`src/sv/bqld_pkg.sv`:
```
package bqld_pkg;

    localparam int NUM_CORES  = 4;
    localparam int NUM_BANDS  = 3;
    localparam int BAND_DEPTH = 8;
    localparam int RUNQ_DEPTH = 16;

    localparam int CORE_W  = 2;
    localparam int BAND_W  = 2;
    localparam int BPTR_W  = $clog2(BAND_DEPTH);
    localparam int BCNT_W  = $clog2(BAND_DEPTH + 1);
    localparam int RPTR_W  = $clog2(RUNQ_DEPTH);
    localparam int RCNT_W  = $clog2(RUNQ_DEPTH + 1);
    localparam int CIDX_W  = $clog2(NUM_CORES);
    localparam int CSCAN_W = $clog2(NUM_CORES + 1);
    localparam int BADDR_W = $clog2(NUM_BANDS * BAND_DEPTH);
    localparam int RADDR_W = $clog2(NUM_CORES * RUNQ_DEPTH);
    localparam int MAP_W   = 4;

    typedef enum logic [1:0] {
        MODE_SUBMIT = 2'd0,
        MODE_DRAIN  = 2'd1,
        MODE_PULL   = 2'd2,
        MODE_NONE   = 2'd3
    } mode_t;

    typedef enum logic [2:0] {
        KIND_ACCEPTED   = 3'd0,
        KIND_BAD_PRIO   = 3'd1,
        KIND_BAND_FULL  = 3'd2,
        KIND_DISPATCHED = 3'd3,
        KIND_RUNQ_FULL  = 3'd4,
        KIND_PULLED     = 3'd5,
        KIND_EMPTY      = 3'd6,
        KIND_UNUSED     = 3'd7
    } kind_t;

    typedef enum logic [2:0] {
        CFG_HIGH_TOP = 3'd0,
        CFG_MED_TOP  = 3'd1,
        CFG_LOW_TOP  = 3'd2,
        CFG_HIGH_DIV = 3'd3,
        CFG_MED_DIV  = 3'd4,
        CFG_LOW_DIV  = 3'd5,
        CFG_GROUP    = 3'd6,
        CFG_SPARE    = 3'd7
    } cfg_index_t;

    typedef enum logic [3:0] {
        ST_IDLE,
        ST_BAND,
        ST_CHUNK,
        ST_READ,
        ST_SCAN,
        ST_PLACE,
        ST_EMIT,
        ST_PULL,
        ST_SUBMIT_OUT,
        ST_WAIT_OUT
    } state_t;

    typedef struct packed {
        logic [1:0] mode;
        logic [7:0] process_id;
        logic [4:0] priority_req;
        logic       has_home;
        logic [1:0] home_core;
        logic [1:0] pull_core;
    } in_item_t;

    typedef struct packed {
        logic [2:0] kind;
        logic [7:0] result_id;
        logic [1:0] result_core;
        logic       last;
    } out_item_t;

    // Request to the shared scan unit and its answer.
    typedef struct packed {
        logic                start;
        logic                restrict_grp;
        logic                group;
        logic [MAP_W-1:0]    group_map;
    } scan_req_t;

    typedef struct packed {
        logic              done;
        logic [CIDX_W-1:0] core;
    } scan_rsp_t;

    function automatic logic group_of(input logic [MAP_W-1:0] map, input int unsigned core);
        logic g;
        g = 1'b0;
        if (core < MAP_W)
        begin
            g = map[core];
        end
        return g;
    endfunction

endpackage

```
`src/sv/bqld_scan.sv`:
```
// Walks the cores one per cycle and keeps the shortest run queue seen among the eligible cores.
module bqld_scan (
    input  logic                                 clk,
    input  logic                                 rst_n,
    input  bqld_pkg::scan_req_t                  req,
    input  logic [bqld_pkg::NUM_CORES-1:0][bqld_pkg::RCNT_W-1:0] counts,
    output bqld_pkg::scan_rsp_t                  rsp
);
    logic                            busy_reg, busy_next;
    logic [bqld_pkg::CSCAN_W-1:0]    idx_reg, idx_next;
    logic [bqld_pkg::CIDX_W-1:0]     best_reg, best_next;
    logic [bqld_pkg::RCNT_W:0]       best_len_reg, best_len_next;
    logic                            done_reg, done_next;
    logic [bqld_pkg::CIDX_W-1:0]     cur;
    logic                            eligible;

    always_ff @(posedge clk or negedge rst_n)
    begin
        if (!rst_n)
        begin
            busy_reg <= 1'b0;
            done_reg <= 1'b0;
        end
        else
        begin
            busy_reg <= busy_next;
            done_reg <= done_next;
        end
    end

    always_ff @(posedge clk)
    begin
        idx_reg      <= idx_next;
        best_reg     <= best_next;
        best_len_reg <= best_len_next;
    end

    always_comb
    begin
        cur           = idx_reg[bqld_pkg::CIDX_W-1:0];
        eligible      = !req.restrict_grp
                        || (bqld_pkg::group_of(req.group_map, 32'(cur)) == req.group);
        busy_next     = busy_reg;
        idx_next      = idx_reg;
        best_next     = best_reg;
        best_len_next = best_len_reg;
        done_next     = 1'b0;
        if (req.start)
        begin
            busy_next     = 1'b1;
            idx_next      = '0;
            best_next     = '0;
            best_len_next = '1;
        end
        else if (busy_reg)
        begin
            if (eligible && ({1'b0, counts[cur]} < best_len_reg))
            begin
                best_next     = cur;
                best_len_next = {1'b0, counts[cur]};
            end
            idx_next = idx_reg + 1'b1;
            if (idx_reg == bqld_pkg::CSCAN_W'(bqld_pkg::NUM_CORES - 1))
            begin
                busy_next = 1'b0;
                done_next = 1'b1;
            end
        end
        rsp.done = done_reg;
        rsp.core = best_reg;
    end

endmodule

```
`src/sv/bqld_ctrl.sv`:
```
module bqld_ctrl (
    input  logic                 clk,
    input  logic                 rst_n,
    input  logic                 in_valid,
    output logic                 in_stall,
    input  bqld_pkg::in_item_t   in_data,
    output logic                 out_valid,
    input  logic                 out_stall,
    output bqld_pkg::out_item_t  out_data,
    input  logic                 cfg_valid,
    output logic                 cfg_ready,
    input  logic [2:0]           cfg_index,
    input  logic [4:0]           cfg_data
);
    localparam int NB = bqld_pkg::NUM_BANDS;
    localparam int NC = bqld_pkg::NUM_CORES;

    bqld_pkg::state_t state_reg, state_next;

    logic [4:0] top_reg [3];
    logic [3:0] div_reg [3];
    logic [bqld_pkg::MAP_W-1:0] map_reg;

    logic [NB-1:0][bqld_pkg::BPTR_W-1:0] bhead_reg, bhead_next;
    logic [NB-1:0][bqld_pkg::BCNT_W-1:0] bcnt_reg, bcnt_next;
    logic [NC-1:0][bqld_pkg::RPTR_W-1:0] rhead_reg, rhead_next;
    logic [NC-1:0][bqld_pkg::RCNT_W-1:0] rcnt_reg, rcnt_next;

    logic [10:0] band_mem [NB * bqld_pkg::BAND_DEPTH];
    logic [7:0]  runq_mem [NC * bqld_pkg::RUNQ_DEPTH];

    bqld_pkg::in_item_t  item_reg, item_next;
    bqld_pkg::out_item_t obuf_reg, obuf_next;
    logic                ovalid_reg, ovalid_next;
    logic [bqld_pkg::BAND_W-1:0]  band_reg, band_next;
    logic [bqld_pkg::BCNT_W-1:0]  chunk_reg, chunk_next;
    logic [bqld_pkg::BCNT_W-1:0]  rem_reg, rem_next;
    logic                         any_reg, any_next;
    logic [10:0]                  entry_reg;
    logic [7:0]                   rq_rd_reg;
    logic [bqld_pkg::CIDX_W-1:0]  core_reg, core_next;

    logic                         bwe, rwe, bre, rre;
    logic [bqld_pkg::BADDR_W-1:0] baddr;
    logic [bqld_pkg::RADDR_W-1:0] raddr;
    logic [10:0]                  bwdata;
    logic [bqld_pkg::BCNT_W-1:0]  len, q;
    logic [bqld_pkg::BCNT_W+3:0]  prod;
    logic [3:0]                   dv;
    logic [bqld_pkg::BAND_W-1:0]  sb;
    logic                         sb_ok;
    logic                         in_acc, out_acc, last_band;
    logic [bqld_pkg::CIDX_W-1:0]  pc;

    bqld_pkg::scan_req_t sreq;
    bqld_pkg::scan_rsp_t srsp;

    bqld_scan u_scan (
        .clk    (clk),
        .rst_n  (rst_n),
        .req    (sreq),
        .counts (rcnt_reg),
        .rsp    (srsp)
    );

    assign cfg_ready = (state_reg == bqld_pkg::ST_IDLE) && !ovalid_reg;
    assign in_stall  = !((state_reg == bqld_pkg::ST_IDLE) && !ovalid_reg);
    assign in_acc    = in_valid && !in_stall;
    assign out_valid = ovalid_reg;
    assign out_data  = obuf_reg;
    assign out_acc   = ovalid_reg && !out_stall;

    always_ff @(posedge clk or negedge rst_n)
    begin
        if (!rst_n)
        begin
            state_reg  <= bqld_pkg::ST_IDLE;
            top_reg[0] <= 5'd5;
            top_reg[1] <= 5'd14;
            top_reg[2] <= 5'd19;
            div_reg[0] <= 4'd2;
            div_reg[1] <= 4'd3;
            div_reg[2] <= 4'd6;
            map_reg    <= 4'd10;
            bhead_reg  <= '0;
            bcnt_reg   <= '0;
            rhead_reg  <= '0;
            rcnt_reg   <= '0;
            ovalid_reg <= 1'b0;
        end
        else
        begin
            state_reg  <= state_next;
            bhead_reg  <= bhead_next;
            bcnt_reg   <= bcnt_next;
            rhead_reg  <= rhead_next;
            rcnt_reg   <= rcnt_next;
            ovalid_reg <= ovalid_next;
            if (cfg_valid && cfg_ready)
            begin
                unique case (bqld_pkg::cfg_index_t'(cfg_index))
                    bqld_pkg::CFG_HIGH_TOP: top_reg[0] <= cfg_data;
                    bqld_pkg::CFG_MED_TOP:  top_reg[1] <= cfg_data;
                    bqld_pkg::CFG_LOW_TOP:  top_reg[2] <= cfg_data;
                    bqld_pkg::CFG_HIGH_DIV: div_reg[0] <= cfg_data[3:0];
                    bqld_pkg::CFG_MED_DIV:  div_reg[1] <= cfg_data[3:0];
                    bqld_pkg::CFG_LOW_DIV:  div_reg[2] <= cfg_data[3:0];
                    bqld_pkg::CFG_GROUP:    map_reg    <= cfg_data[3:0];
                    default: ;
                endcase
            end
        end
    end

    always_ff @(posedge clk)
    begin
        item_reg  <= item_next;
        obuf_reg  <= obuf_next;
        band_reg  <= band_next;
        chunk_reg <= chunk_next;
        rem_reg   <= rem_next;
        any_reg   <= any_next;
        core_reg  <= core_next;
        if (bwe)
        begin
            band_mem[baddr] <= bwdata;
        end
        if (bre)
        begin
            entry_reg <= band_mem[baddr];
        end
        if (rwe)
        begin
            runq_mem[raddr] <= entry_reg[7:0];
        end
        if (rre)
        begin
            rq_rd_reg <= runq_mem[raddr];
        end
    end

    always_comb
    begin
        state_next  = state_reg;
        bhead_next  = bhead_reg;
        bcnt_next   = bcnt_reg;
        rhead_next  = rhead_reg;
        rcnt_next   = rcnt_reg;
        ovalid_next = ovalid_reg;
        item_next   = item_reg;
        obuf_next   = obuf_reg;
        band_next   = band_reg;
        chunk_next  = chunk_reg;
        rem_next    = rem_reg;
        any_next    = any_reg;
        core_next   = core_reg;
        bwe = 1'b0;
        bre = 1'b0;
        rwe = 1'b0;
        rre = 1'b0;
        baddr  = '0;
        raddr  = '0;
        bwdata = {item_reg.home_core, item_reg.has_home, item_reg.process_id};
        sreq.start        = 1'b0;
        sreq.restrict_grp = entry_reg[8];
        sreq.group        = bqld_pkg::group_of(map_reg, 32'(entry_reg[10:9]));
        sreq.group_map    = map_reg;
        last_band = (band_reg == bqld_pkg::BAND_W'(NB - 1));
        pc   = item_reg.pull_core[bqld_pkg::CIDX_W-1:0];

        // Band choice for a submit.
        sb_ok = 1'b1;
        if (item_reg.priority_req <= top_reg[0])
        begin
            sb = 2'd0;
        end
        else if (item_reg.priority_req <= top_reg[1])
        begin
            sb = 2'd1;
        end
        else
        begin
            sb    = 2'd2;
            sb_ok = (item_reg.priority_req <= top_reg[2]);
        end

        // Chunk size by a small quotient search: length is at most the band depth.
        len = bcnt_reg[band_reg];
        dv  = (div_reg[band_reg] == 4'd0) ? 4'd1 : div_reg[band_reg];
        q    = chunk_reg;
        prod = (bqld_pkg::BCNT_W + 4)'(chunk_reg + 1'b1) * (bqld_pkg::BCNT_W + 4)'(dv);

        if (out_acc)
        begin
            ovalid_next = 1'b0;
        end

        unique case (state_reg)
            bqld_pkg::ST_IDLE:
            begin
                if (in_acc)
                begin
                    item_next = in_data;
                    unique case (bqld_pkg::mode_t'(in_data.mode))
                        bqld_pkg::MODE_SUBMIT: state_next = bqld_pkg::ST_SUBMIT_OUT;
                        bqld_pkg::MODE_DRAIN:
                        begin
                            band_next  = '0;
                            chunk_next = '0;
                            any_next   = 1'b0;
                            state_next = bqld_pkg::ST_CHUNK;
                        end
                        bqld_pkg::MODE_PULL:   state_next = bqld_pkg::ST_PULL;
                        default: ;
                    endcase
                end
            end
            bqld_pkg::ST_SUBMIT_OUT:
            begin
                obuf_next.result_id   = item_reg.process_id;
                obuf_next.result_core = '0;
                obuf_next.last        = 1'b1;
                if (!sb_ok)
                begin
                    obuf_next.kind = bqld_pkg::KIND_BAD_PRIO;
                end
                else if (bcnt_reg[sb] >= bqld_pkg::BCNT_W'(bqld_pkg::BAND_DEPTH))
                begin
                    obuf_next.kind = bqld_pkg::KIND_BAND_FULL;
                end
                else
                begin
                    obuf_next.kind = bqld_pkg::KIND_ACCEPTED;
                    bwe   = 1'b1;
                    baddr = bqld_pkg::BADDR_W'(32'(sb) * bqld_pkg::BAND_DEPTH
                            + 32'(bqld_pkg::BPTR_W'(bhead_reg[sb]
                            + bcnt_reg[sb][bqld_pkg::BPTR_W-1:0])));
                    bcnt_next[sb] = bcnt_reg[sb] + 1'b1;
                end
                ovalid_next = 1'b1;
                state_next  = bqld_pkg::ST_IDLE;
            end
            bqld_pkg::ST_PULL:
            begin
                obuf_next.result_core = item_reg.pull_core;
                obuf_next.last        = 1'b1;
                if (32'(item_reg.pull_core) >= NC || rcnt_reg[pc] == '0)
                begin
                    obuf_next.kind      = bqld_pkg::KIND_EMPTY;
                    obuf_next.result_id = '0;
                    ovalid_next = 1'b1;
                    state_next  = bqld_pkg::ST_IDLE;
                end
                else
                begin
                    rre   = 1'b1;
                    raddr = bqld_pkg::RADDR_W'(32'(pc) * bqld_pkg::RUNQ_DEPTH
                            + 32'(rhead_reg[pc]));
                    rhead_next[pc] = rhead_reg[pc] + 1'b1;
                    rcnt_next[pc]  = rcnt_reg[pc] - 1'b1;
                    obuf_next.kind = bqld_pkg::KIND_PULLED;
                    state_next     = bqld_pkg::ST_WAIT_OUT;
                end
            end
            bqld_pkg::ST_WAIT_OUT:
            begin
                obuf_next.result_id = rq_rd_reg;
                ovalid_next = 1'b1;
                state_next  = bqld_pkg::ST_IDLE;
            end
            bqld_pkg::ST_CHUNK:
            begin
                // Count up while (q+1)*d <= len, one step a cycle.
                if (prod <= (bqld_pkg::BCNT_W + 4)'(len))
                begin
                    chunk_next = chunk_reg + 1'b1;
                end
                else
                begin
                    rem_next   = (q == '0) ? len : q;
                    if (q == '0 && len != '0)
                    begin
                        rem_next = bqld_pkg::BCNT_W'(1);
                    end
                    state_next = bqld_pkg::ST_BAND;
                end
            end
            bqld_pkg::ST_BAND:
            begin
                if (rem_reg == '0)
                begin
                    if (last_band)
                    begin
                        if (!any_reg)
                        begin
                            obuf_next.kind        = bqld_pkg::KIND_EMPTY;
                            obuf_next.result_id   = '0;
                            obuf_next.result_core = '0;
                            obuf_next.last        = 1'b1;
                            ovalid_next = 1'b1;
                        end
                        state_next = bqld_pkg::ST_IDLE;
                    end
                    else
                    begin
                        band_next  = band_reg + 1'b1;
                        chunk_next = '0;
                        state_next = bqld_pkg::ST_CHUNK;
                    end
                end
                else if (!ovalid_reg || out_acc)
                begin
                    bre   = 1'b1;
                    baddr = bqld_pkg::BADDR_W'(32'(band_reg) * bqld_pkg::BAND_DEPTH
                            + 32'(bhead_reg[band_reg]));
                    bhead_next[band_reg] = bhead_reg[band_reg] + 1'b1;
                    bcnt_next[band_reg]  = bcnt_reg[band_reg] - 1'b1;
                    rem_next   = rem_reg - 1'b1;
                    state_next = bqld_pkg::ST_READ;
                end
            end
            bqld_pkg::ST_READ:
            begin
                sreq.start = 1'b1;
                state_next = bqld_pkg::ST_SCAN;
            end
            bqld_pkg::ST_SCAN:
            begin
                if (srsp.done)
                begin
                    core_next  = srsp.core;
                    state_next = bqld_pkg::ST_PLACE;
                end
            end
            bqld_pkg::ST_PLACE:
            begin
                obuf_next.result_id   = entry_reg[7:0];
                obuf_next.result_core = bqld_pkg::CORE_W'(core_reg);
                if (rcnt_reg[core_reg] >= bqld_pkg::RCNT_W'(bqld_pkg::RUNQ_DEPTH))
                begin
                    obuf_next.kind = bqld_pkg::KIND_RUNQ_FULL;
                end
                else
                begin
                    obuf_next.kind = bqld_pkg::KIND_DISPATCHED;
                    rwe   = 1'b1;
                    raddr = bqld_pkg::RADDR_W'(32'(core_reg) * bqld_pkg::RUNQ_DEPTH
                            + 32'(bqld_pkg::RPTR_W'(rhead_reg[core_reg]
                            + rcnt_reg[core_reg][bqld_pkg::RPTR_W-1:0])));
                    rcnt_next[core_reg] = rcnt_reg[core_reg] + 1'b1;
                end
                any_next   = 1'b1;
                state_next = bqld_pkg::ST_EMIT;
            end
            bqld_pkg::ST_EMIT:
            begin
                // Last result when this band's chunk is done and no later band has anything to give.
                obuf_next.last = (rem_reg == '0)
                    && ((band_reg == 2'd2)
                    || (band_reg == 2'd1 && bcnt_reg[2] == '0)
                    || (band_reg == 2'd0 && bcnt_reg[1] == '0 && bcnt_reg[2] == '0));
                ovalid_next = 1'b1;
                state_next  = bqld_pkg::ST_BAND;
            end
            default: state_next = bqld_pkg::ST_IDLE;
        endcase
    end

endmodule

```
`src/sv/band_queue_least_loaded_dispatcher.sv`:
```
// Band-queue dispatcher. One item is taken at a time, and the input stalls until
// its last result has been transferred. A submit registers its result in
// ST_SUBMIT_OUT; a pull that finds an entry goes through ST_PULL and then
// ST_WAIT_OUT, as the run-queue read is registered. A drain runs, per band, the
// chunk search one quotient step at a time, and then for each dispatched
// process: the band read, the scan start, a walk over the cores through the
// shared compare unit and its return, placement and the result. A stalled
// result holds back the next band read. in_data carries the process payload,
// out_data the results.
module band_queue_least_loaded_dispatcher (
    input  logic                clk,
    input  logic                rst_n,
    input  logic                in_valid,
    output logic                in_stall,
    input  bqld_pkg::in_item_t  in_data,
    output logic                out_valid,
    input  logic                out_stall,
    output bqld_pkg::out_item_t out_data,
    input  logic                cfg_valid,
    output logic                cfg_ready,
    input  logic [2:0]          cfg_index,
    input  logic [4:0]          cfg_data
);
    bqld_ctrl u_ctrl (
        .clk       (clk),
        .rst_n     (rst_n),
        .in_valid  (in_valid),
        .in_stall  (in_stall),
        .in_data   (in_data),
        .out_valid (out_valid),
        .out_stall (out_stall),
        .out_data  (out_data),
        .cfg_valid (cfg_valid),
        .cfg_ready (cfg_ready),
        .cfg_index (cfg_index),
        .cfg_data  (cfg_data)
    );
endmodule

```
`config.mk`:
```
export PLATFORM = sky130hd
export DESIGN_NAME = band_queue_least_loaded_dispatcher
export DESIGN_NICKNAME = d
export VERILOG_FILES = /design/src/sv/bqld_pkg.sv /design/src/sv/bqld_scan.sv /design/src/sv/bqld_ctrl.sv /design/src/sv/band_queue_least_loaded_dispatcher.sv
export SDC_FILE = /design/constraint.sdc
export NUM_CORES = 1
export LEC_CHECK = 0
export ABC_AREA = 0
export BUFFER_PORTS_ARGS = -buffer_cell sky130_fd_sc_hd__buf_2
export CORE_MARGIN = 3
export CORE_UTILIZATION = 57
export CTS_CLUSTER_DIAMETER = 60
export CTS_CLUSTER_SIZE = 16
export DETAILED_ROUTE_END_ITERATION = 10
export HOLD_SLACK_MARGIN = 0.02
export PLACE_DENSITY = 0.77
export SETUP_SLACK_MARGIN = 0.2
export SLEW_MARGIN = 20
export SYNTH_ARGS = -nofsm -noshare
export SYNTH_HDL_FRONTEND = slang
export SYNTH_SLANG_ARGS = --single-unit
```
`constraint.sdc`:
```
create_clock -name clk -period 4.97 [get_ports clk]
set_clock_uncertainty 0.2 [all_clocks]
set_input_delay 0.994 -clock clk [delete_from_list [all_inputs] [get_ports clk]]
set_output_delay 0.994 -clock clk [all_outputs]
set_load 0.01 [all_outputs]
```
==> results.sh <==
export IMPL_dp_cells=3669
export IMPL_yosysWarnings=0
export IMPL_cp_max_fo=8
export IMPL_ys_types=83
export IMPL_die_y_um=268
export IMPL_cp_cell_sequence="inv_2 -> ha_4 -> nor2b_4 -> o31ai_4 -> a21o_1 -> nor2_2 -> a221o_1 -> ha_2 -> fa_2 -> nand4_1 -> o21ai_1 -> o21a_1 -> a22o_4 -> buf_12 -> buf_12 -> buf_8 -> a22oi_1 -> a311oi_1 -> nor4_2 -> o31ai_1"
export IMPL_cp_num_buf_inv=4
export IMPL_finalInstanceArea_mm2=0.0451
export IMPL_wl_per_cell_um=28.9
export IMPL_cts_buffers=74
export IMPL_netlist_area_mm2=0.0391
export IMPL_synth_nets=2734
export IMPL_netlist_instances=2637
export IMPL_antenna_found_initial=5
export IMPL_path_clk_slew_ns=0.07
export IMPL_hpwl_mm=69.8
export IMPL_grt_use_total_pct=30.7
export IMPL_drive_gt1_share_pct=21.3
export IMPL_place_area_mm2=0.0421
export IMPL_final_cell_mix="840 x edfxtp_1, 268 x buf_4, 181 x nand2_1"
export IMPL_synthArstFlopShare_pct=10.0
export IMPL_peakVddDrop_mv=0.337
export IMPL_status="finished clean"
export IMPL_maxSlewHeadroom_pct=24.6
export IMPL_ys_seq_area_share_pct=71.2
export IMPL_ys_flop_type="edfxtp_1"
export IMPL_fin_tns_setup_ns=0
export IMPL_p_total_w=0.0236
export IMPL_cts_sinks=946
export IMPL_grt_overflow=0
export IMPL_finalNetCount=3021
export IMPL_place_gp_congestion=0.913
export IMPL_grt_pass1_wl_mm=164
export IMPL_io_pins=50
export IMPL_layout_commonest_cell="edfxtp_1"
export IMPL_dr_total_vias=26300
export IMPL_syn_avg_cell_area_um2=14.8
export IMPL_crit_path_top_delay_cell="dfstp_2"
export IMPL_rsz0062_at_grt="yes"
export IMPL_cp_required_ns=5.14
export IMPL_end_kind="flip-flop"
export IMPL_synth_edf_count=840
export IMPL_clockBufferDepth=3
export IMPL_ant_nets=0
export IMPL_cp_start_kind="flip-flop"
export IMPL_timing_hold_ws_ns=0.236
export IMPL_min_period_ns=4.87
export IMPL_area_growth_pct=15.4
export IMPL_r2r_cells=20
export IMPL_crit_reg2reg_launch="u_ctrl.top_reg[6]$_DFFE_PN1P_"
export IMPL_grt_pass1_vias=25900
export IMPL_grt_max_degree=68
export IMPL_tightest_slew_ns=1.13
export IMPL_cp_depth=20
export IMPL_max_stage_delay_ns=0.52
export IMPL_dr_pass1_iters=7
export IMPL_p_leak_nw=15.5
export IMPL_power_density_mw_per_mm2=523
export IMPL_critPathTopFamily="compound AO/OA/AOI/OAI gates"
export IMPL_drt_vias_per_instance=6.86
export IMPL_cp_arrival_ns=5.04
export IMPL_drtIter0Drc=4053
export IMPL_period_share_pct=98.0
export IMPL_largest_reg_flops=512
export IMPL_dieArea_mm2=0.0718
export IMPL_h_tree_depth=3
export IMPL_port_buffers=49
export IMPL_cts_tree="yes"
export IMPL_wl_mm=110
export IMPL_core_area_mm2=0.0675
export IMPL_max_freq_mhz=205
export IMPL_slew_viol_final=0
export IMPL_setup_viol=0
export IMPL_drc=0
export IMPL_hp_class="reg -> reg"
export IMPL_insertion_delay_ns=0.64
export IMPL_synth_seq_cells=946
export IMPL_fp_dieW_um=268
export IMPL_r2r_setup_slack_ns=0.10
export IMPL_clockRootBuffer="clkbuf_16"
export IMPL_critPathKind="reg -> reg"
export IMPL_crit_end="u_ctrl.entry_reg[2]$_DFFE_PP_"
export IMPL_rr_endpoint="u_ctrl.entry_reg[2]$_DFFE_PP_"
export IMPL_rows=95
export IMPL_layoutNonFillerInstCount=3826
export IMPL_crit_top_cell="buf_12"
export IMPL_start_util_pct=57.9
export IMPL_hold_viol=0
export IMPL_drv_cap=0
export IMPL_crit_start="u_ctrl.top_reg[6]$_DFFE_PN1P_"
kinds of logic after synthesis:
logic type | share of synthesized area (%)
AOI/OAI and AO/OA | 12.9
muxes | 3.33
xor gates and xnor gates | 0.761
adders and majority gates | 2.20
and+or+nand+nor | 7.41
buffers and inverters | 2.23
DFF | 71.2
repair_timing:
item | CTS | global route
gates resized for setup | 43 | 45
buffers inserted | 26 | 20
hold buffers | 0 | 0
pin swaps | 25 | 36
gates cloned | 2 | 2
endpoints found under the setup margin | 27 | 51
metrics by stage:
stage | worst slack [ns] | utilization, %
after floorplan | 0.114 | -
after global placement | -0.0303 | 62.4
after detailed placement | -0.0753 | 62.4
after CTS | 0.201 | 66.2
after global routing | -0.0132 | 66.9
final | 0.100 | 66.9
final cells by class:
type / count / area (um2)
well taps: 873 / 1090
clock buffers: 87 / 1950
inverters: 66 / 250
clock inverters: 16 / 169
multi-input cells: 1483 / 10900
fillers: 4540 / 22400
diodes: 2 / 5.00
repair buffers: 353 / 2930
flip-flops and latches: 946 / 27800
how the worst min path moves through the flow:
stage	cells past startpoint	end	from	slack, ns
floorplan	0	u_ctrl.core_reg[0]$_DFFE_PP_	u_ctrl.u_scan.best_reg[0]$_SDFFE_PP0P_	0.21
global placement	0	u_ctrl.core_reg[1]$_DFFE_PP_	u_ctrl.u_scan.best_reg[1]$_SDFFE_PP0P_	0.21
detailed placement	0	u_ctrl.core_reg[0]$_DFFE_PP_	u_ctrl.u_scan.best_reg[0]$_SDFFE_PP0P_	0.22
CTS	0	u_ctrl.core_reg[0]$_DFFE_PP_	u_ctrl.u_scan.best_reg[0]$_SDFFE_PP0P_	0.23
global route	0	u_ctrl.core_reg[1]$_DFFE_PP_	u_ctrl.u_scan.best_reg[1]$_SDFFE_PP0P_	0.26
finish	0	u_ctrl.core_reg[0]$_DFFE_PP_	u_ctrl.u_scan.best_reg[0]$_SDFFE_PP0P_	0.24
per-layer routing:
layer / GRT usage (%) / wire length, um / up-vias
met5: 0 / 43 / -
met3: 5.31 / 12200 / 341
met2: 49.3 / 52100 / 1848
li1: - / - / 11000
met4: 13.3 / 5160 / 6
met1: 42.0 / 41000 / 13000
cell usage after synthesis (9+ instances only):
cell type  number  area (um2)
buf_1          14        52.6
dfrtp_1        80        2000
o22ai_1         9        56.3
nor2_1        184         691
clkbuf_1       91         342
o22a_1         14         123
xnor2_1        22         193
nand4_1        39         244
a222oi_1       11         110
nand2_1       182         683
a211oi_1       15         113
o31ai_1         9        67.6
xor2_1         12         105
a32oi_1        15         131
a31oi_1        19         119
a21oi_1        79         395
mux4_2         25         563
a221o_1        22         220
a22oi_1       180        1350
mux2_2         40         450
o21a_1         12        90.1
a221oi_1       55         482
a22o_1         56         490
ha_1           56         701
dfxtp_1        11         220
o21ai_0        76         380
edfxtp_1      840       25200
dfstp_2        15         394
mux2i_1        29         290
a311oi_1       21         184
inv_1          64         240
nor3_1         22         110
o211ai_1       26         195
buf_2          27         135
nand3_1       100         500
where the power goes:
part	switching (W)	internal, W	leakage (nW)	total (W)
clock network	0.00270	0.00285	1.03	0.00555
registers	0.000640	0.0100	8.86	0.0107
logic	0.00460	0.00280	5.63	0.00740
total	0.00794	0.0157	15.5	0.0236
Power figures use the tool's default switching activity.
